[src/hw/rtl/crbe_pkg.sv]
`default_nettype none
package crbe_pkg;

  localparam int SURFACES_DEFAULT   = 4;
  localparam int MAX_WIDTH_DEFAULT  = 64;
  localparam int MAX_HEIGHT_DEFAULT = 64;

  // The slot field is two bits wide, so at most four slots can be named.
  localparam int SLOTS = 4;

  typedef enum logic [2:0] {
    CMD_CREATE      = 3'd0,
    CMD_DELETE      = 3'd1,
    CMD_FILL        = 3'd2,
    CMD_CHUNK_START = 3'd3,
    CMD_CHUNK_PIXEL = 3'd4,
    CMD_FLIP        = 3'd5,
    CMD_BLIT        = 3'd6,
    CMD_READ        = 3'd7
  } cmd_t;

  localparam logic [2:0] ST_OK           = 3'd0;
  localparam logic [2:0] ST_INVALID      = 3'd1;
  localparam logic [2:0] ST_SRC_INVALID  = 3'd2;
  localparam logic [2:0] ST_DST_INVALID  = 3'd3;
  localparam logic [2:0] ST_BOTH_INVALID = 3'd4;

  typedef struct packed {
    logic [2:0]         command;
    logic [1:0]         surface;
    logic [1:0]         second_surface;
    logic signed [11:0] x;
    logic signed [11:0] y;
    logic [11:0]        width;
    logic [11:0]        height;
    logic signed [11:0] dest_x;
    logic signed [11:0] dest_y;
    logic [23:0]        color;
    logic               flip_top_bottom;
    logic               flip_left_right;
  } req_item_t;

  typedef struct packed {
    logic [2:0]  status;
    logic [23:0] pixel_color;
  } rsp_item_t;

  typedef struct packed {
    logic latch;
    logic setup;
    logic scan;
    logic finish;
  } ctrl_cmd_t;

  typedef struct packed {
    logic scan_needed;
    logic scan_done;
  } ctrl_status_t;

endpackage
`default_nettype wire

[src/hw/rtl/crbe_controller.sv]
`default_nettype none
module crbe_controller (
  input  wire logic                   clk,
  input  wire logic                   rst,
  input  wire logic                   req_valid,
  output logic                        req_ready,
  output logic                        rsp_valid,
  input  wire logic                   rsp_ready,
  output crbe_pkg::ctrl_cmd_t         cmd,
  input  wire crbe_pkg::ctrl_status_t stat
);
  import crbe_pkg::*;

  typedef enum logic [3:0] {
    S_IDLE   = 4'b0001,
    S_SETUP  = 4'b0010,
    S_SCAN   = 4'b0100,
    S_FINISH = 4'b1000
  } state_t;

  state_t state;
  state_t state_next;

  assign req_ready = (state == S_IDLE);

  always_comb begin
    state_next = state;
    cmd        = '0;
    case (state)
      S_IDLE: begin
        cmd.latch = req_valid;
        if (req_valid) state_next = S_SETUP;
      end
      S_SETUP: begin
        cmd.setup  = 1'b1;
        state_next = stat.scan_needed ? S_SCAN : S_FINISH;
      end
      S_SCAN: begin
        cmd.scan = 1'b1;
        if (stat.scan_done) state_next = S_FINISH;
      end
      S_FINISH: begin
        if (!rsp_valid || rsp_ready) begin
          cmd.finish = 1'b1;
          state_next = S_IDLE;
        end
      end
      default: state_next = S_IDLE;
    endcase
  end

  always_ff @(posedge clk) begin
    if (rst) begin
      state     <= S_IDLE;
      rsp_valid <= 1'b0;
    end else begin
      state <= state_next;
      if (cmd.finish) rsp_valid <= 1'b1;
      else if (rsp_ready) rsp_valid <= 1'b0;
    end
  end

endmodule
`default_nettype wire

[config.mk]
export PLATFORM = sky130hd
export DESIGN_NAME = crbe_controller
export DESIGN_NICKNAME = d
export VERILOG_FILES = /design/src/hw/rtl/crbe_pkg.sv /design/src/hw/rtl/crbe_controller.sv
export SDC_FILE = /design/constraint.sdc
export NUM_CORES = 1
export LEC_CHECK = 0
export BUFFER_PORTS_ARGS = -buffer_cell sky130_fd_sc_hd__buf_2
export CORE_AREA = 5 5 42 44
export DETAILED_ROUTE_END_ITERATION = 8
export DIE_AREA = 0 0 47 49
export PLACE_DENSITY = 0.46
export SKIP_CTS_REPAIR_TIMING = 1
export SLEW_MARGIN = 20
export SYNTH_ARGS = -nofsm -noshare
export SYNTH_HDL_FRONTEND = slang
export SYNTH_SLANG_ARGS = --single-unit
[constraint.sdc]
create_clock -name clk -period 1.5 [get_ports clk]
set_input_delay 0.15 -clock clk [delete_from_list [all_inputs] [get_ports clk]]
set_output_delay 0.15 -clock clk [all_outputs]
set_load 0.1 [all_outputs]
==> results.json, run 1 <==
{
  "yosysTopAreaCell": "dfxtp_1",
  "power.density_mw_per_mm2": 770,
  "port_buffers": 11,
  "p_leak_nw": 0.232,
  "fin_area_um2": 571,
  "drv_slew": 0,
  "postSynthAreaPerCell_um2": 8.54,
  "ant_nets": 0,
  "timing.slew.headroom_pct": 68.0,
  "grt_antenna_before_repair": 0,
  "dp_cells": 65,
  "dieHeight_um": 49,
  "regArea_um2": 109,
  "fill_cells": 152,
  "irDropWorstVdd_v": 0.000608,
  "final_cell_mix": "6 x buf_2, 6 x buf_4, 5 x buf_12",
  "yosysSeqAreaShare_pct": 34.5,
  "setup_ws_ns": -0.198,
  "crit_type": "flop to primary output",
  "status": "finished, violations left",
  "fin_crit_sh_pct": 113,
  "viasPerCell": 4.47,
  "multiInputGateArea_um2": 210,
  "overflow": 0,
  "timing.hold.ws_ns": 0.145,
  "required_ns": 1.35,
  "insertion_delay_ns": 0.24,
  "dr_total_vias": 322,
  "final_core_util_pct": 40.7,
  "numCtsBuffers": 3,
  "fin_worst_skew_ns": 0.00935,
  "crit_path_top_delay_cell": "or4b_4",
  "die_area_mm2": 0.00230,
  "worstSetupEndpointType": "primary output",
  "clk_path_buf_depth": 2,
  "gr-usage-all-layers_pct": 7.25,
  "drtPass1Iterations": 2,
  "grt_max_degree": 8,
  "syn-num-nets": 40,
  "gp_congestion": 0.741,
  "ys_warn_count": 0,
  "min_period_ns": 1.70,
  "synth_top_area_share_pct": 34.5,
  "startpoint_type": "flop",
  "ys_ff_latch": 5,
  "maxCapViolations": 0,
  "max_stage_delay_ns": 0.50,
  "std_cell_rows": 14,
  "grt_pass1_wl_mm": 1.19,
  "path_max_fanout": 6,
  "clock-sinks": 5,
  "fin_nets": 63,
  "final_hold_viol_count": 0,
  "worst-endpoint-arrival_ns": 1.55,
  "placed_area_um2": 502,
  "min_path_type": "primary input to flop",
  "worst_slew_pin_slew_ns": 0.484,
  "drt-wirelength-per-cell_um": 10.6,
  "timing.final.setup_violations": 2,
  "syn_to_final_growth_pct": 96.6,
  "ys_top_cells_by_area": "dfxtp_1 34%, nand2b_1 6.5%, a31o_2 6.0%, o21ai_0 5.2%, and2b_1 5.2%",
  "crit_buf_inv": 1,
  "netlist_area_um2": 290,
  "cts_root_buf": "clkbuf_4",
  "drive_above_1_share_pct": 67.9,
  "dr.first_iter.drc_count": 2,
  "grt_pass1_vias": 263,
  "fin_cells": 72,
  "htreeDepth": 1,
  "cts_tree": "yes",
  "syn_inst": 34,
  "max_clock_freq_ghz": 0.589,
  "core-area_mm2": 0.00140,
  "drc_errors": 0,
  "initial_core_util_pct": 20.7,
  "violations": "negative setup slack",
  "io-pin-count": 12,
  "finalWirelength_um": 766,
  "path_clk_slew_ns": 0.05,
  "ys_types": 18,
  "crit_family": "simple AND/OR/NAND/NOR gates",
  "fp.dieW_um": 47,
  "insertedDiodeCount": 0,
  "rsz0062_at_grt": "true",
  "worstPathCellList": "or4b_4, and2b_4, buf_12"
}
-- kinds of logic after synthesis --
| logic type | Yosys count | synth area share (%) |
|---|---|---|
| buffers and inverters | 3 | 3.88 |
| flip-flops | 5 | 34.5 |
| AND/OR/NAND/NOR | 19 | 46.5 |
| AO/OA/AOI/OAI | 7 | 15.1 |
-- cells in the mapped netlist --
cell type and instances:
nor3_2 1, a31o_2 2, and2b_1 2, o21ai_0 3, nand2b_1 3, nor3_1 2, o22ai_1 1, nor4b_2 1
nand2_1 1, or4b_4 1, nor3b_1 2, or3_1 1, inv_1 3, nor4bb_1 1, a21oi_1 1, dfxtp_1 5
nor2_1 3, and2_1 1
-- metal layers --
layer | global-route usage [%] | wire, um | vias to the layer above
met5 | 0 | 0 | -
met4 | 1.38 | 0 | 0
met3 | 5.54 | 43 | 0
met2 | 9.28 | 409 | 7
met1 | 9.65 | 313 | 148
li1 | - | - | 167
-- state kept, by name, indices dropped and copies added, names as in the netlist --
signal	count
rsp_valid	1
state	4
-- where the power goes --
part	leakage [nW]	internal, W	total (W)	switching [W]
Clock	0.0150	0.000101	0.000156	0.0000555
Combinational	0.175	0.0000602	0.000141	0.0000809
Sequential	0.0426	0.000138	0.000142	0.00000477
Total	0.232	0.000298	0.000440	0.000141
-- stage by stage --
stage               TNS [ns]  power (W)  worst slack, ns
floorplan              -2.18   0.000225           -0.736
detailed placement         0   0.000278           0.0654
global placement           0   0.000278           0.0719
CTS                   -0.339   0.000436           -0.198
global route          -0.387   0.000467           -0.239
finish                -0.249   0.000440           -0.198
-- area by class of cell --
class / instances / area share [%]
flip-flops and latches: 5 / 19.1
clock buffers: 4 / 4.61
multi-input cells: 26 / 36.8
repair buffers: 18 / 32.7
inverters: 3 / 3.29
well taps: 16 / 3.51
-- final timing paths --
check,slack [ns],cells after the start,from,end
setup / recovery,-0.20,3,state[1],cmd[0]
hold / removal,0.15,2,rst,rsp_valid
setup reg to reg,0.19,5,state[2],state[0]
hold reg to reg,0.54,2,state[2],rsp_valid
Power figures use the tool's default switching activity.
==> run 2, diff against run 1 <==
- SKIP_CTS_REPAIR_TIMING: 1 -> unset
- SKIP_LAST_GASP: unset -> 1
==> run 2 against run 1 <==
Effect of this change: the run still ends with negative setup slack left; clock skew decreased by 0.0013 ns; worst setup slack better by 0.0022 ns; global-route usage rose by 1.1 points; sequential power is essentially flat; clock power about the same; non-clock buffer count rose by 3; critical path type unchanged; critical endpoint unchanged; largest cell class is now buffers; largest power group is now combinational cells; highest routed layer unchanged.
==> results.json, run 2 (synthesis gave the netlist of run 1 again) <==
{
  "path_clk_slew_ns": 0.05,
  "fin_worst_skew_ns": 0.00800,
  "clock-sinks": 5,
  "power_frac_seq_pct": 31.4,
  "min_period_ns": 1.70,
  "std_cell_rows": 14,
  "hold_buffers": 0,
  "drtPass1Iterations": 4,
  "clk_path_buf_depth": 2,
  "swShare_pct": 32.1,
  "drt-wirelength-per-cell_um": 12.4,
  "regMostFlops": "state",
  "crit_type": "flop to primary output",
  "maxCapViolations": 0,
  "final_cell_mix": "6 x buf_2, 6 x buf_12, 6 x buf_4",
  "viasPerCell": 4.56,
  "drc_errors": 0,
  "drv_slew": 0,
  "dr_total_vias": 342,
  "regArea_um2": 109,
  "fill_cells": 144,
  "grt_pass1_wl_mm": 1.38,
  "gr-usage-all-layers_pct": 8.37,
  "rsz0062_at_grt": "true",
  "grt_pass1_vias": 308,
  "finalWirelength_um": 929,
  "worst_slew_pin_slew_ns": 0.484,
  "status": "finished, violations left",
  "cts_root_buf": "clkbuf_4",
  "timing.final.setup_violations": 3,
  "reg2regPathDepth": 5,
  "cts_tree": "yes",
  "worstSetupEndpointType": "primary output",
  "syn_to_final_growth_pct": 116,
  "fin_crit_sh_pct": 113,
  "initial_core_util_pct": 20.7,
  "largest_reg_flops": 4,
  "violations": "negative setup slack",
  "timing.slew.headroom_pct": 68.0,
  "insertedDiodeCount": 0,
  "power_switching_w": 0.000146,
  "p_leak_nw": 0.253,
  "drive_above_1_share_pct": 71.2,
  "path_max_fanout": 4,
  "startpoint_type": "flop",
  "fin_nets": 66,
  "insertion_delay_ns": 0.24,
  "overflow": 0,
  "irDropWorstVdd_v": 0.000607,
  "placed_area_um2": 502,
  "dieHeight_um": 49,
  "min_path_type": "primary input to flop",
  "ant_nets": 0,
  "fin_area_um2": 627,
  "max_clock_freq_ghz": 0.590,
  "use_met2_pct": 12.2,
  "final_core_util_pct": 44.7,
  "dpl_worst_slack_ns": 0.0654,
  "multiInputGateArea_um2": 224,
  "io-pin-count": 12,
  "die_area_mm2": 0.00230,
  "grt_use_met1_pct": 10.3,
  "intPower_w": 0.000307,
  "fp.dieW_um": 47,
  "setup_ws_ns": -0.196,
  "core-area_mm2": 0.00140,
  "port_buffers": 11,
  "top_usage_layer": "met2",
  "final_hold_viol_count": 0,
  "gp_congestion": 0.741,
  "p_clk_share_pct": 34.2,
  "htreeDepth": 1,
  "grt_antenna_before_repair": 0,
  "pwr-share-comb_pct": 34.4,
  "grt_max_degree": 8,
  "power.density_mw_per_mm2": 722,
  "worst-endpoint-arrival_ns": 1.55,
  "dr.first_iter.drc_count": 2,
  "reg.largest.list": "state x4, rsp_valid x1",
  "use_met3_pct": 5.54,
  "required_ns": 1.35,
  "hold_depth": 2,
  "numCtsBuffers": 3
}
## run 2: cell types whose count changed in the layout (fill, tap and decap cells not counted), sizes merged
cell  before  now
buf       18   21
## run 2: cell type report
type / instances / area share [%]
Timing Repair Buffer: 21 / 36.5
Tap cell: 16 / 3.19
Sequential cell: 5 / 17.4
Clock buffer: 4 / 4.19
Inverter: 3 / 2.99
Multi-Input combinational cell: 26 / 35.7
## run 2: final timing paths
check                    to      from  slack [ns]
hold reg to reg   rsp_valid  state[2]        0.55
hold / removal    rsp_valid       rst        0.15
setup / recovery     cmd[0]  state[1]       -0.20
setup reg to reg   state[0]  state[2]        0.16
## run 2: power by group through the flow
stage               Combinational [W]  Sequential, W  Clock, W
floorplan                   0.0000769       0.000148         0
global placement             0.000132       0.000146         0
detailed placement           0.000132       0.000146         0
CTS                          0.000149       0.000142  0.000160
global route                 0.000162       0.000142  0.000178
finish                       0.000156       0.000142  0.000155
## run 2: per-layer routing
layer  routed length [um]  vias to the layer above
met5                    0                        -
met4                    0                        0
met3                   43                        0
met2                  527                        7
met1                  358                      165
li1                     -                      170
## run 2: what timing repair did
item / 4_1_cts / 5_1_grt
pin swaps: 3 / 2
endpoints found under the setup margin: 3 / 5
setup buffers: 5 / 2
gates resized for setup: 5 / 5
## run 2: worst max-delay path: stages (launching register included)
cell and delay [ns]:
dfxtp_4 0.36, or4b_4 0.50, and2b_4 0.28, buf_12 0.16
## run 2: stage by stage
step | instances | TNS [ns] | power (W) | hold WS (ns)
after floorplan | 34 | -2.18 | 0.000225 | 0.212
after global placement | 65 | 0 | 0.000278 | 0.392
after detailed placement | 65 | 0 | 0.000278 | 0.393
after CTS | 74 | -0.364 | 0.000450 | 0.134
after global routing | 75 | -0.529 | 0.000483 | 0.145
final | 75 | -0.322 | 0.000453 | 0.148
==> run 3, diff against run 2 <==
- SETUP_SLACK_MARGIN: unset -> 0.5
==> run 3 against run 2 <==
Effect of this change: via count up 1.8%; critical path type unchanged; total power increased by 5.2%; the run still ends with negative setup slack left; routed wire length down 2.9%; fmax is 1.5% higher.
==> results.json, run 3 (synthesis gave the netlist of run 1 again) <==
{
  "irDropWorstVdd_v": 0.000623,
  "grt_antenna_before_repair": 0,
  "timing.slew.headroom_pct": 83.6,
  "max_clock_freq_ghz": 0.599,
  "fin_crit_sh_pct": 111,
  "dr.first_iter.drc_count": 0,
  "worstSetupEndpointType": "primary output",
  "grt_pass1_vias": 319,
  "fill_cells": 129,
  "dr_total_vias": 348,
  "std_cell_rows": 14,
  "setup_ws_ns": -0.170,
  "min_path_type": "primary input to flop",
  "regMostFlops": "state",
  "worstHoldEndpoint": "state[1]",
  "clk_path_buf_depth": 2,
  "path_max_fanout": 2,
  "min_period_ns": 1.67,
  "final_core_util_pct": 52.0,
  "dieHeight_um": 49,
  "placed_area_um2": 502,
  "startpoint_type": "flop",
  "dpl_worst_slack_ns": 0.0654,
  "insertion_delay_ns": 0.25,
  "multiInputGateArea_um2": 248,
  "viasPerCell": 4.30,
  "cts_root_buf": "clkbuf_4",
  "syn_to_final_growth_pct": 151,
  "ant_nets": 0,
  "clock-sinks": 5,
  "max_stage_delay_ns": 0.53,
  "hold_buffers": 0,
  "numCtsBuffers": 3,
  "regArea_um2": 109,
  "largest_reg_flops": 4,
  "crit_path_top_delay_cell": "or4b_4",
  "cts_tree": "yes",
  "timing.hold.ws_ns": 0.174,
  "grt_max_degree": 8,
  "drc_errors": 0,
  "drtPass1Iterations": 1,
  "drt-wirelength-per-cell_um": 11.1,
  "reg2reg_from": "state[2]",
  "gp_congestion": 0.741,
  "initial_core_util_pct": 20.7,
  "power_w": 0.000476,
  "min_from": "rst",
  "violations": "negative setup slack",
  "worst-endpoint-arrival_ns": 1.52,
  "final_hold_viol_count": 0,
  "p_leak_nw": 0.304,
  "io-pin-count": 12,
  "fin_area_um2": 728,
  "worstPathCellList": "or4b_4, and2b_4, buf_12",
  "required_ns": 1.35,
  "grt_pass1_wl_mm": 1.52,
  "crit_type": "flop to primary output",
  "die_area_mm2": 0.00230,
  "core-area_mm2": 0.00140,
  "fp.dieW_um": 47,
  "wl_met2_um": 458,
  "overflow": 0,
  "fin_worst_skew_ns": 0.00766,
  "fin_nets": 72,
  "r2r_end": "state[3]",
  "status": "finished, violations left",
  "wl_met3_um": 47,
  "ff2ff_setup_slack_ns": 0.02,
  "final_cell_mix": "9 x buf_6, 6 x buf_12, 6 x buf_4",
  "power.density_mw_per_mm2": 654,
  "top_layer": "met3",
  "drive_above_1_share_pct": 76.9,
  "reg.largest.list": "state x4, rsp_valid x1",
  "gr-usage-all-layers_pct": 9.08,
  "drv_slew": 0,
  "rsz0062_at_grt": "true",
  "path_clk_slew_ns": 0.05,
  "worst_slew_pin_slew_ns": 0.245,
  "hold_depth": 2,
  "finalWirelength_um": 902,
  "met1_length_um": 396,
  "insertedDiodeCount": 0,
  "maxCapViolations": 0,
  "htreeDepth": 1,
  "timing.final.setup_violations": 4,
  "port_buffers": 11,
  "layout.cells.most_common": "buf_6",
  "reg2regPathDepth": 6
}
[run 3: area by class of cell]
type	instances	share of cell area (%)
Multi-Input combinational cell	26	34.0
Tap cell	16	2.75
Sequential cell	5	14.9
Clock buffer	4	3.61
Inverter	3	2.58
Timing Repair Buffer	27	42.1
[run 3: report_power, final]
part,internal [W],switching [W],leakage (nW)
clock network,0.000101,0.0000563,0.0150
logic,0.0000854,0.0000926,0.247
registers,0.000138,0.00000385,0.0426
[run 3: metal layers]
layer  vias up  global-route usage, %
li1        183                      -
met1       157                   12.1
met2         8                   12.7
met3         0                   5.54
met4         0                   1.38
met5         -                      0
[run 3: how the worst max path moves through the flow]
stage                   from     end  slack (ns)
finish              state[2]  cmd[0]       -0.17
global route        state[2]  cmd[0]       -0.22
CTS                 state[2]  cmd[0]       -0.17
detailed placement  state[1]  cmd[0]        0.07
global placement    state[1]  cmd[0]        0.07
floorplan           state[1]  cmd[3]       -0.74
[run 3: stage by stage]
| step | TNS [ns] | std cells |
|---|---|---|
| 2_1_floorplan | -2.18 | 34 |
| 6_report | -0.346 | 81 |
| 3_5_place_dp | 0 | 65 |
| 4_1_cts | -0.350 | 77 |
| 5_1_grt | -0.667 | 81 |
| 3_3_place_gp | 0 | 65 |
[run 3: worst max-delay path: cells and delay by family (launching register included)]
| kind | cells | cell delay (ns) |
|---|---|---|
| and+or+nand+nor | 2 | 0.80 |
| DFF | 1 | 0.31 |
| buffers and inverters | 1 | 0.16 |
[run 3: repair_timing]
action | 4_1_cts | 5_1_grt
resized for setup | 11 | 11
pin swaps | 6 | 5
setup endpoints to repair | 10 | 11
cloned | 0 | 0
buffers inserted | 8 | 4
